--- config.mk ---
export PLATFORM = sky130hd
export DESIGN_NAME = rtc_seven_segment_scan_driver_core
export DESIGN_NICKNAME = d
export VERILOG_FILES = /design/src/hw/rtl/rtcssd_pkg.sv /design/src/hw/rtl/rtcssd_decode.sv /design/src/hw/rtl/rtcssd_scan.sv /design/src/hw/rtl/rtc_seven_segment_scan_driver_core.sv
export SDC_FILE = /design/constraint.sdc
export NUM_CORES = 1
export LEC_CHECK = 0
export ABC_AREA = 1
export BUFFER_PORTS_ARGS = -buffer_cell sky130_fd_sc_hd__buf_2
export CAP_MARGIN = 5
export CORE_MARGIN = 2
export CORE_UTILIZATION = 40
export DETAILED_ROUTE_END_ITERATION = 7
export SYNTH_ARGS = -nofsm -noshare
export SYNTH_HDL_FRONTEND = slang
export SYNTH_HIERARCHICAL = 1
export SYNTH_SLANG_ARGS = --single-unit
--- constraint.sdc ---
create_clock -name clk -period 9.1 [get_ports clk]
set_input_delay 0 -clock clk [delete_from_list [all_inputs] [get_ports clk]]
set_output_delay 0 -clock clk [all_outputs]
set_load 0.1 [all_outputs]
--- src/hw/rtl/rtcssd_pkg.sv ---
// ----------------------------------------------------------------------------
// rtcssd_pkg
// shared types and constants of the rtc seven-segment scan driver
// ----------------------------------------------------------------------------
package rtcssd_pkg;

  localparam int DIGIT_COUNT  = 8;
  localparam int STORE_DEPTH  = 8;
  localparam int SHOWN_DIGITS = 6;
  localparam int POS_W        = $clog2(STORE_DEPTH);
  localparam int INTERVAL_W   = 10;

  localparam logic [INTERVAL_W-1:0] INTERVAL_RESET = INTERVAL_W'(100);

  localparam logic CMD_TICK     = 1'b0;
  localparam logic CMD_SNAPSHOT = 1'b1;

  typedef struct packed {
    logic       cmd;
    logic       show_time;
    logic [7:0] sec_bcd;
    logic [7:0] min_bcd;
    logic [7:0] hour_bcd;
    logic [7:0] date_bcd;
    logic [7:0] month_bcd;
    logic [7:0] year_bcd;
  } in_item_t;

  typedef struct packed {
    logic [7:0] segments;
    logic [7:0] digit_select;
    logic       read_request;
  } out_item_t;

  typedef logic [7:0] pattern_t;

  typedef struct packed {
    logic [POS_W-1:0] pos;
    logic             read_request;
  } scan_status_t;

endpackage

--- src/hw/rtl/rtcssd_decode.sv ---
// ----------------------------------------------------------------------------
// rtcssd_decode
// turns a clock snapshot into the six digit patterns of the display
// ----------------------------------------------------------------------------
module rtcssd_decode (
  input  rtcssd_pkg::in_item_t item,
  output rtcssd_pkg::pattern_t patterns [rtcssd_pkg::SHOWN_DIGITS]
);
  import rtcssd_pkg::*;

  function automatic logic [6:0] bcd_value(input logic [7:0] raw, input logic [7:0] mask);
    logic [7:0] masked;
    logic [7:0] v;
    masked = raw & mask;
    v = 8'(masked[7:4]) * 8'd10 + 8'(raw[3:0]);
    bcd_value = (v > 8'd99) ? 7'd99 : v[6:0];
  endfunction

  function automatic logic [6:0] glyph(input logic [3:0] d);
    unique case (d)
      4'd0:    glyph = 7'b0111111;
      4'd1:    glyph = 7'b0000110;
      4'd2:    glyph = 7'b1011011;
      4'd3:    glyph = 7'b1001111;
      4'd4:    glyph = 7'b1100110;
      4'd5:    glyph = 7'b1101101;
      4'd6:    glyph = 7'b1111101;
      4'd7:    glyph = 7'b0000111;
      4'd8:    glyph = 7'b1111111;
      4'd9:    glyph = 7'b1101111;
      default: glyph = 7'b0000000;
    endcase
  endfunction

  logic [6:0]  vals  [3];
  logic [14:0] prod  [3];
  logic [3:0]  tens  [3];
  logic [6:0]  units [3];

  always_comb begin
    if (item.show_time) begin
      vals[0] = bcd_value(item.hour_bcd, 8'hF0);
      vals[1] = bcd_value(item.min_bcd, 8'hF0);
      vals[2] = bcd_value(item.sec_bcd, 8'hF0);
    end else begin
      vals[0] = bcd_value(item.date_bcd, 8'hF0);
      vals[1] = bcd_value(item.month_bcd, 8'h70);
      vals[2] = bcd_value(item.year_bcd, 8'hF0);
    end
    for (int i = 0; i < 3; i++) begin
      // divide by ten through the reciprocal 205/2048, exact below 1029
      prod[i]  = 15'(vals[i]) * 15'd205;
      tens[i]  = prod[i][14:11];
      units[i] = vals[i] - 7'(tens[i]) * 7'd10;
      patterns[2*i]   = {1'b0, glyph(tens[i])};
      patterns[2*i+1] = {1'b1, glyph(units[i][3:0])};
    end
  end

endmodule

--- src/hw/rtl/rtcssd_scan.sv ---
// ----------------------------------------------------------------------------
// rtcssd_scan
// scan position and read request counter, advanced once per tick
// ----------------------------------------------------------------------------
module rtcssd_scan (
  input  logic                                clk,
  input  logic                                rst,
  input  logic                                tick,
  input  logic [rtcssd_pkg::INTERVAL_W-1:0]   read_interval,
  output rtcssd_pkg::scan_status_t            status
);
  import rtcssd_pkg::*;

  localparam logic [POS_W:0] POS_LIMIT = (POS_W+1)'(DIGIT_COUNT);

  logic [POS_W-1:0]      pos;
  logic [POS_W-1:0]      pos_next;
  logic [POS_W:0]        pos_inc;
  logic [INTERVAL_W-1:0] tick_count;
  logic [INTERVAL_W-1:0] tick_count_next;
  logic [INTERVAL_W-1:0] count_inc;
  logic [INTERVAL_W-1:0] limit;
  logic                  hit;

  always_comb begin
    limit     = (read_interval == '0) ? INTERVAL_W'(1) : read_interval;
    count_inc = tick_count + INTERVAL_W'(1);
    hit       = count_inc >= limit;
    tick_count_next = hit ? '0 : count_inc;
    pos_inc   = {1'b0, pos} + (POS_W+1)'(1);
    pos_next  = (pos_inc >= POS_LIMIT) ? '0 : pos_inc[POS_W-1:0];
    status.pos          = pos;
    status.read_request = hit;
  end

  always_ff @(posedge clk) begin
    if (rst) begin
      pos        <= '0;
      tick_count <= '0;
    end else if (tick) begin
      pos        <= pos_next;
      tick_count <= tick_count_next;
    end
  end

endmodule

--- src/hw/rtl/rtc_seven_segment_scan_driver_core.sv ---
// ----------------------------------------------------------------------------
// rtc_seven_segment_scan_driver_core
// multiplexed seven-segment driver fed by real-time-clock snapshots
// ----------------------------------------------------------------------------
// Takes one item per cycle unless rsp_stall holds the output. A snapshot
// refreshes the six-digit display store (time or date, dot on odd positions,
// last two positions blank) and gives no transfer out. A tick gives one
// transfer out via the input and result registers: the segment byte and the
// active-low digit select of the current position, plus read_request every
// read_interval ticks. Store and counters update between those registers.
// User must write read_interval via cfg_write only while idle; not enforced.
module rtc_seven_segment_scan_driver_core (
  input  logic                                clk,
  input  logic                                rst,
  input  logic                                req_valid,
  output logic                                req_stall,
  input  rtcssd_pkg::in_item_t                req_data,
  output logic                                rsp_valid,
  input  logic                                rsp_stall,
  output rtcssd_pkg::out_item_t               rsp_data,
  input  logic                                cfg_write,
  input  logic [rtcssd_pkg::INTERVAL_W-1:0]   cfg_data
);
  import rtcssd_pkg::*;

  logic [INTERVAL_W-1:0] read_interval;
  logic                  stage_valid;
  in_item_t              stage_item;
  logic                  advance;
  logic                  fire;
  logic                  tick;
  logic                  snap;
  pattern_t              store [SHOWN_DIGITS];
  pattern_t              decoded [SHOWN_DIGITS];
  pattern_t              read_pattern;
  scan_status_t          status;

  assign advance   = !rsp_valid || !rsp_stall;
  assign req_stall = stage_valid && !advance;
  assign fire      = stage_valid && advance;
  assign tick      = fire && (stage_item.cmd == CMD_TICK);
  assign snap      = fire && (stage_item.cmd == CMD_SNAPSHOT);

  always_ff @(posedge clk) begin
    if (rst) begin
      read_interval <= INTERVAL_RESET;
    end else if (cfg_write) begin
      read_interval <= cfg_data;
    end
  end

  // input register
  always_ff @(posedge clk) begin
    if (rst) begin
      stage_valid <= 1'b0;
    end else if (!req_stall) begin
      stage_valid <= req_valid;
    end
  end

  always_ff @(posedge clk) begin
    if (!req_stall) begin
      stage_item <= req_data;
    end
  end

  rtcssd_decode u_decode (
    .item     (stage_item),
    .patterns (decoded)
  );

  rtcssd_scan u_scan (
    .clk           (clk),
    .rst           (rst),
    .tick          (tick),
    .read_interval (read_interval),
    .status        (status)
  );

  // display store
  always_ff @(posedge clk) begin
    if (rst) begin
      for (int i = 0; i < SHOWN_DIGITS; i++) begin
        store[i] <= '0;
      end
    end else if (snap) begin
      for (int i = 0; i < SHOWN_DIGITS; i++) begin
        store[i] <= decoded[i];
      end
    end
  end

  always_comb begin
    read_pattern = '0;
    for (int i = 0; i < SHOWN_DIGITS; i++) begin
      if (status.pos == POS_W'(i)) begin
        read_pattern = store[i];
      end
    end
  end

  // result register
  always_ff @(posedge clk) begin
    if (rst) begin
      rsp_valid <= 1'b0;
    end else if (advance) begin
      rsp_valid <= tick;
    end
  end

  always_ff @(posedge clk) begin
    if (tick) begin
      rsp_data.segments     <= read_pattern;
      rsp_data.digit_select <= ~(8'd1 << status.pos);
      rsp_data.read_request <= status.read_request;
    end
  end

  a_one_cold_select : assert property (@(posedge clk) disable iff (rst)
    rsp_valid |-> $countones(~rsp_data.digit_select) == 1)
    else $error("digit select is not one-cold");

  a_tick_gives_result : assert property (@(posedge clk) disable iff (rst)
    tick |=> rsp_valid)
    else $error("tick produced no transfer");

  a_snapshot_silent : assert property (@(posedge clk) disable iff (rst)
    snap |=> !rsp_valid)
    else $error("snapshot produced a transfer");

  a_pos_in_range : assert property (@(posedge clk) disable iff (rst)
    32'(status.pos) < DIGIT_COUNT)
    else $error("scan position out of range");

endmodule
# --- Word level (Yosys, flattened, before mapping) ---
# Memory sizes are Yosys's and may differ from the RTL's.
# Cells that the tools add are included.
word_totals:
  ram_bits: 48
  reg_bits: 91
  elab_cells: 105
  n_memories: 7
  in_bits: 65
  output_inout_bits: 19
  romBits: 672
mem_list:
  columns: ["memory", "words", "width", "read_ports", "rd_clocked_by_memory_dff", "write_ports", "line_no", "source"]
  rows:
  - ["(no name shown)", 16, 7, 1, 0, 0, "rtcssd_decode.sv:20", "unique case (d)"]
  - ["(no name shown)", 16, 7, 1, 0, 0, "rtcssd_decode.sv:20", null]
  - ["(no name shown)", 16, 7, 1, 0, 0, "rtcssd_decode.sv:20", null]
  - ["(no name shown)", 16, 7, 1, 0, 0, "rtcssd_decode.sv:20", null]
  - ["(no name shown)", 16, 7, 1, 0, 0, "rtcssd_decode.sv:20", null]
  - ["(no name shown)", 16, 7, 1, 0, 0, "rtcssd_decode.sv:20", null]
  - ["1 more memories", null, null, null, null, null, null, null]
op_classes:
  n_addsub: 11
  shifts: 1
  eq_ne: 5
  n_reduce_logical: 10
  magnitude_cmp: 8
  bitwise_logic: 8
  mul: 12
  n_mux: 27
ops:
  columns: ["op", "count"]
  rows:
  - ["2-to-1 mux 8 bit", 12]
  - ["greater-than comparator 8 x 7 -> 1 bit (second input constant)", 6]
  - ["multiplier 7 x 8 -> 15 bit (second input constant)", 3]
  - ["2-to-1 mux 7 bit", 6]
  - ["adder 8 x 4 -> 8 bit", 5]
  - ["multiplier 4 x 3 -> 7 bit (second input constant)", 5]
  - ["2-to-1 mux 21 bit", 1]
  - ["2-to-1 mux 10 bit", 2]
  - ["multiplier 4 x 3 -> 3 bit (second input constant)", 3]
  - ["subtractor 4 bit", 3]
  - ["adder 10 x 1 -> 10 bit (second input constant)", 1]
  - [">= comparator 10 bit", 1]
  - ["logical NOT 10 bit", 1]
  - ["adder 7 x 4 -> 8 bit", 1]
  - ["inverter 8 bit", 1]
  - ["left shift 1 x 3 -> 8 bit (first input constant)", 1]
  - ["equality test 3 x 2 -> 1 bit (second input constant)", 2]
  - ["equality test 3 bit (second input constant)", 2]
  - ["multiplier 3 x 3 -> 6 bit (second input constant)", 1]
  - ["OR 1 bit", 6]
  - ["2-to-1 mux 1 bit", 5]
  - ["adder 3 x 1 -> 4 bit (second input constant)", 1]
  - [">= comparator 4 bit (second input constant)", 1]
  - ["logical AND 1 bit", 4]
  - ["6 further kinds", 8]

# --- Depth between registers and ports, before layout ---
# Gate-level depths: netlist (run 1).
# An unclocked memory read counts as a cell.
depth:
  word_depth: 10
  mapped_depth: 41

# --- Cells and area by module ---
# The synthesis (run 1) kept the hierarchy.
by_module_without_submodules:
  columns: ["module", "cells_per_inst", "seq_area_each_um2", "area_each_um2", "instances"]
  rows:
  - ["rtcssd_decode", 968, 0.0, 6560.0, 1]
  - ["rtc_seven_segment_scan_driver_core", 374, 3693.5, 4749.6, 1]
  - ["rtcssd_scan", 170, 260.2, 1092.3, 1]

# --- Least setup slack after synthesis (run 1) ---
# No wires, ideal clock.
synth_path:
  kind: "flip-flop to flip-flop"
  from: "register stage_item[29] in the netlist's numbering"
  to: "memory store[1][0] in the netlist's numbering (data pin)"
  path_slack_ns: 2.503
  synth_period_minus_slack_ns: 6.597
  arrival_time_ns: 6.456
  path_stages_with_launch: 35
  path_cell_list: "edfxtp_1 -> ha_1 -> ha_1 -> inv_1 -> fa_1 -> nor2_1 -> nand3_1 -> nand3_1 -> nand2_1 -> nand3_2 -> nand2_1 -> nor2_2 -> inv_1 -> o22ai_1 -> inv_1 -> ha_1 -> fa_1 -> fa_1 -> ha_1 -> ha_1 -> nand2_1 -> nor2_1 -> a211oi_1 -> nand3_1 -> nand2_1 -> inv_1 -> ha_1 -> fa_1 -> inv_1 -> or2_2 -> o21ai_0 -> nand3_1 -> nand2_1 -> inv_1 -> nor2_1"
synth_rtl:
  columns: ["item", "line_no", "source"]
  rows:
  - ["start, declared", "rtc_seven_segment_scan_driver_core.sv:28", "in_item_t stage_item;"]
  - ["start signal, assigned", "rtc_seven_segment_scan_driver_core.sv:63", "stage_item <= req_data;"]
  - ["end, declared", "rtc_seven_segment_scan_driver_core.sv:33", "pattern_t store [SHOWN_DIGITS];"]

==> results.toml, run 1 <==
[outcome]
outcome = "finished clean"

[floorplan]
fp.dieH_um = 180
initial_core_util_pct = 40.6
dieArea_um2 = 32400
core-area_um2 = 30500
dieWidth_um = 180
io_pins = 84
num_rows = 64

[grt]
grt_max_degree = 50
antenna_found_initial = 0
grt_pass1_wl_um = 42000
grt_overflow = 0
grtUsageTotal_pct = 15.6
grt_pass1_vias = 9401

[cts]
clockBufferDepth = 2
post_cts.repair.setup_buffers = 0
root_buffer = "clkbuf_16"
numCtsBuffers = 17
cts.clk_slew.worst_paths_ps = 60
htree_levels = 4
clkSinkCount = 139
cts_tree = "yes"
clkLatencyLatePin_ps = 450

[layout]
num_antenna_cells = 0
final_common_cell = "nand2_1"
layout_common_cells = "nand2_1, inv_1, ha_1"
nNetsFinal = 1942
drive_above_1_share_pct = 13.7
syn_to_final_growth_pct = 17.1

[critical_path]
crit_fanout = 7
crit_start = "stage_item[29]"
start_kind = "register"
worst_ep_required_time_ps = 9400
max_stage_delay_ps = 600
r2r_slack_ps = 1660
crit_slowest_cell = "fa_1"
cp-endpoint = "store[1][0]"
crit_arrival_ps = 7740
worst-r2r-cell-count = 34
r2r-start = "stage_item[29]"
cp-end-kind = "register"
critical_path_class = "register to register"
reg2reg_to = "store[1][0]"

[timing]
slew_headroom_pct = 24.8
setup_viol = 0
finalHoldViolCount = 0
period_needed_ps = 7440
worst_slew_pin_slew_ps = 1130
setup_tns_ps = 0
rsz0062_at_grt = "false"
period_share_pct = 81.7
skew_ps = 14.9
fmaxAchievable_ghz = 0.134
final_max_slew_viol_count = 0

[routing]
via_count = 9574
finalWirelength_um = 24300
wl_per_cell_um = 11.8
via_per_inst = 4.62
ant_nets = 0
drcViolationCount = 0
drt_iter0_drc = 345
first_pass_iters = 5

[place]
dp_hpwl_um = 18400
gp_congestion = 0.839
io_buffers = 82

[hold_path]
hold_class = "input port to register"
min-delay-start = "cfg_write"

[synthesis]
syn_area_per_cell_um2 = 8.19
syn_area_um2 = 12400
yosys_warnings = 6
syn_inst = 1511

[job]
drv_cap = 0
-- registers in the layout, summed over array words and instances, names as in the netlist --
| name | cells |
|---|---|
| u_scan/pos | 3 |
| stage_item | 49 |
| u_scan/tick_count | 10 |
| rsp_valid | 1 |
| stage_valid | 1 |
| store | 48 |
| rsp_data | 17 |
| read_interval | 10 |
-- per-stage QoR --
stage               util, %  instances  area (um^2)  setup slack [ps]  hold slack [ps]
CTS                    47.5       2072        14500              1690             15.6
finish                 47.5       2072        14500              1660             57.1
detailed placement     43.1       1968        13200              1690              178
floorplan                 -       1515        12400              2500             98.9
global placement       43.1       1968        13200              1780              176
global route           47.5       2072        14500              1020             81.1
-- layout make-up --
cell class / instances / area, um^2
tap: 396 / 495
fill: 2953 / 16000
inverter: 264 / 995
sequential: 139 / 3920
timing repair buffer: 155 / 1140
multi-input combinational: 1086 / 7330
clock inverter: 8 / 83.8
clock buffer: 24 / 514
-- worst min path at each step --
stage / cells after the start / to
2_1_floorplan: 0 / stage_item[0]
3_3_place_gp: 1 / stage_item[23]
3_5_place_dp: 1 / stage_item[44]
4_1_cts: 4 / read_interval[5]
5_1_grt: 4 / read_interval[6]
6_report: 4 / read_interval[5]
-- worst max-delay path: cells and delay by family (launching register included) --
kind                       cells  cell delay [ps]
AOI/OAI and AO/OA              3              810
adders and majority gates     10             3660
buffers and inverters          6              560
DFF                            1              450
and+or+nand+nor               15             1810
-- layer usage --
metal	wire (um)	global-route usage [%]	part of all wire (%)	vias to the layer above
li1	-	-	-	5172
met1	11900	19.9	49	4269
met2	11400	26.7	47	110
met3	650	2.90	2.7	23
met4	396	5.17	1.6	0
met5	0	0	0	-
-- what timing repair did --
action / in CTS / in global routing
hold buffers: 72 / 0
setup endpoints to repair: 0 / 0
endpoints found under the hold margin: 70 / 0
gates resized for setup: 0 / 0
Power of run 1 is left out: the tool's default activity adds up to more than one toggle a clock period on the data nets, which glitch-free logic cannot reach.
==> inputs of run 2 (changes only) <==
ABC_AREA = 0   (was 1)
clock period = 7.15 ns   (was 9.1 ns; I/O delays follow)
==> run 2 against run 1 <==
Against the previous run: global-route usage rose by 3.4 points; die area rose by 3.6%; non-clock buffer count rose by 278; via count rose by 13%; the run now ends with negative setup slack left; clock skew fell by 6.7 ps; fmax fell by 2.1%; worst setup slack got worse by 2100 ps; critical path depth fell by 5.
==> results.toml, run 2 <==
[timing]
final_max_slew_viol_count = 0
timing.hold.ws_ps = 17.0
period_needed_ps = 7590
fmaxAchievable_ghz = 0.132
setup_viol = 20
period_share_pct = 106
rsz0062_at_grt = "true"
worst_slack_ps = -444
setup_tns_ps = -3700
finalHoldViolCount = 0
skew_ps = 8.25
slew_headroom_pct = 34.0
worst_slew_pin_slew_ps = 989

[critical_path]
crit_arrival_ps = 7780
crit_slowest_cell = "fa_1"
r2r_slack_ps = -440
cpMostUsedCell = "ha_4"
max_stage_delay_ps = 540
crit_fanout = 5
cp-end-kind = "register"
critical_path_class = "register to register"
worst_ep_required_time_ps = 7340
start_kind = "register"

[hold_path]
hold_class = "input port to register"

[cts]
numCtsBuffers = 17
clkSinkCount = 139
root_buffer = "clkbuf_16"
cts.clk_slew.worst_paths_ps = 60
htree_levels = 4
clockBufferDepth = 2
clkLatencyLatePin_ps = 440
cts_tree = "yes"

[layout]
top_register = "stage_item"
instances_no_fill = 2069
layout_common_cells = "buf_4, ha_1, edfxtp_1"
num_antenna_cells = 0
top_regs = "stage_item: 49 flops, store: 48 flops, rsp_data: 17 flops"
largest_reg_flops = 49
final_common_cell = "buf_4"
drive_above_1_share_pct = 38.0
nNetsFinal = 1933
syn_to_final_growth_pct = 43.0
final_util_pct = 58.1
nFillCells = 2584

[routing]
via_per_inst = 5.22
first_pass_iters = 5
drt_iter0_drc = 419
wl_per_cell_um = 15.1
via_count = 10800
ant_nets = 0
drcViolationCount = 0
finalWirelength_um = 31200

[floorplan]
num_rows = 65
fp.dieH_um = 183
dieWidth_um = 183
io_pins = 84
core-area_um2 = 31600
dieArea_um2 = 33500
initial_core_util_pct = 40.6

[grt]
grt_overflow = 0
grt_pass1_vias = 11200
antenna_found_initial = 0
grtUsageTotal_pct = 19.0
grt_pass1_wl_um = 52100
grt_max_degree = 52

[outcome]
outcome = "complete, but fails checks"
violations = "negative setup slack"

[synthesis]
syn_area_um2 = 12800
syn_inst = 1247
syn_area_per_cell_um2 = 10.3
yosys_warnings = 6

[place]
gp_congestion = 0.834
io_buffers = 82
dp.cells = 1934
dp_hpwl_um = 23200

[job]
drv_cap = 0
-- run 2: changes by cell type in the layout (fill, tap and decap cells not counted), sizes merged, moves of 22 or more --
| cell | previous run | this run |
|---|---|---|
| and2 | 2 | 64 |
| nand2 | 394 | 46 |
| o22ai | 4 | 26 |
| xnor2 | 17 | 46 |
| mux2i | 0 | 22 |
| buf | 83 | 371 |
| nand3 | 117 | 25 |
| a21oi | 36 | 60 |
| inv | 262 | 122 |
| nor2 | 150 | 45 |
-- run 2: worst paths after layout --
check | from | endpoint | depth (start not counted)
min | cfg_write | read_interval[9] | 3
min reg2reg | u_scan/tick_count[4] | u_scan/tick_count[4] | 2
max | stage_item[29] | store[1][1] | 29
max reg2reg | stage_item[29] | store[1][1] | 29
-- run 2: timing repair --
action / in CTS / in global routing
hold endpoints to repair: 61 / 0
buffers inserted: 31 / 14
gates cloned: 1 / 0
hold buffers: 62 / 0
resized for setup: 104 / 88
setup endpoints to repair: 30 / 42
pin swaps: 89 / 65
-- run 2: routing by layer --
layer | part of all wire, % | up-vias | GRT usage [%]
met1 | 44 | 5152 | 22.8
met5 | 0 | - | 0
li1 | - | 5476 | -
met2 | 52 | 145 | 35.1
met3 | 2.5 | 28 | 3.24
met4 | 1.1 | 0 | 4.48
-- run 2: stage by stage --
step | setup slack, ps | area, um^2
final | -444 | 18300
after global routing | -711 | 18300
after CTS | -489 | 17700
after detailed placement | -756 | 15700
after global placement | -561 | 15700
after floorplan | -628 | 13200
-- run 2: worst max-delay path, delay by kind of cell (launching register included) --
family | cells | cell delay, ps
adders and majority gates | 8 | 2710
xor gates and xnor gates | 4 | 860
and+or+nand+nor | 6 | 1610
AOI/OAI and AO/OA | 8 | 1530
DFF | 1 | 430
buffers and inverters | 3 | 240
-- run 2: cell type report --
class                           count  area (um^2)  share of cell area [%]
Clock buffer                       18          429                    2.34
Clock inverter                     14          161                   0.880
Inverter                          118          449                    2.45
Multi-Input combinational cell    945         9610                    52.4
Sequential cell                   139         3920                    21.4
Tap cell                          402          503                    2.74
Timing Repair Buffer              433         3250                    17.7
Power of run 2 is left out for the same reason.
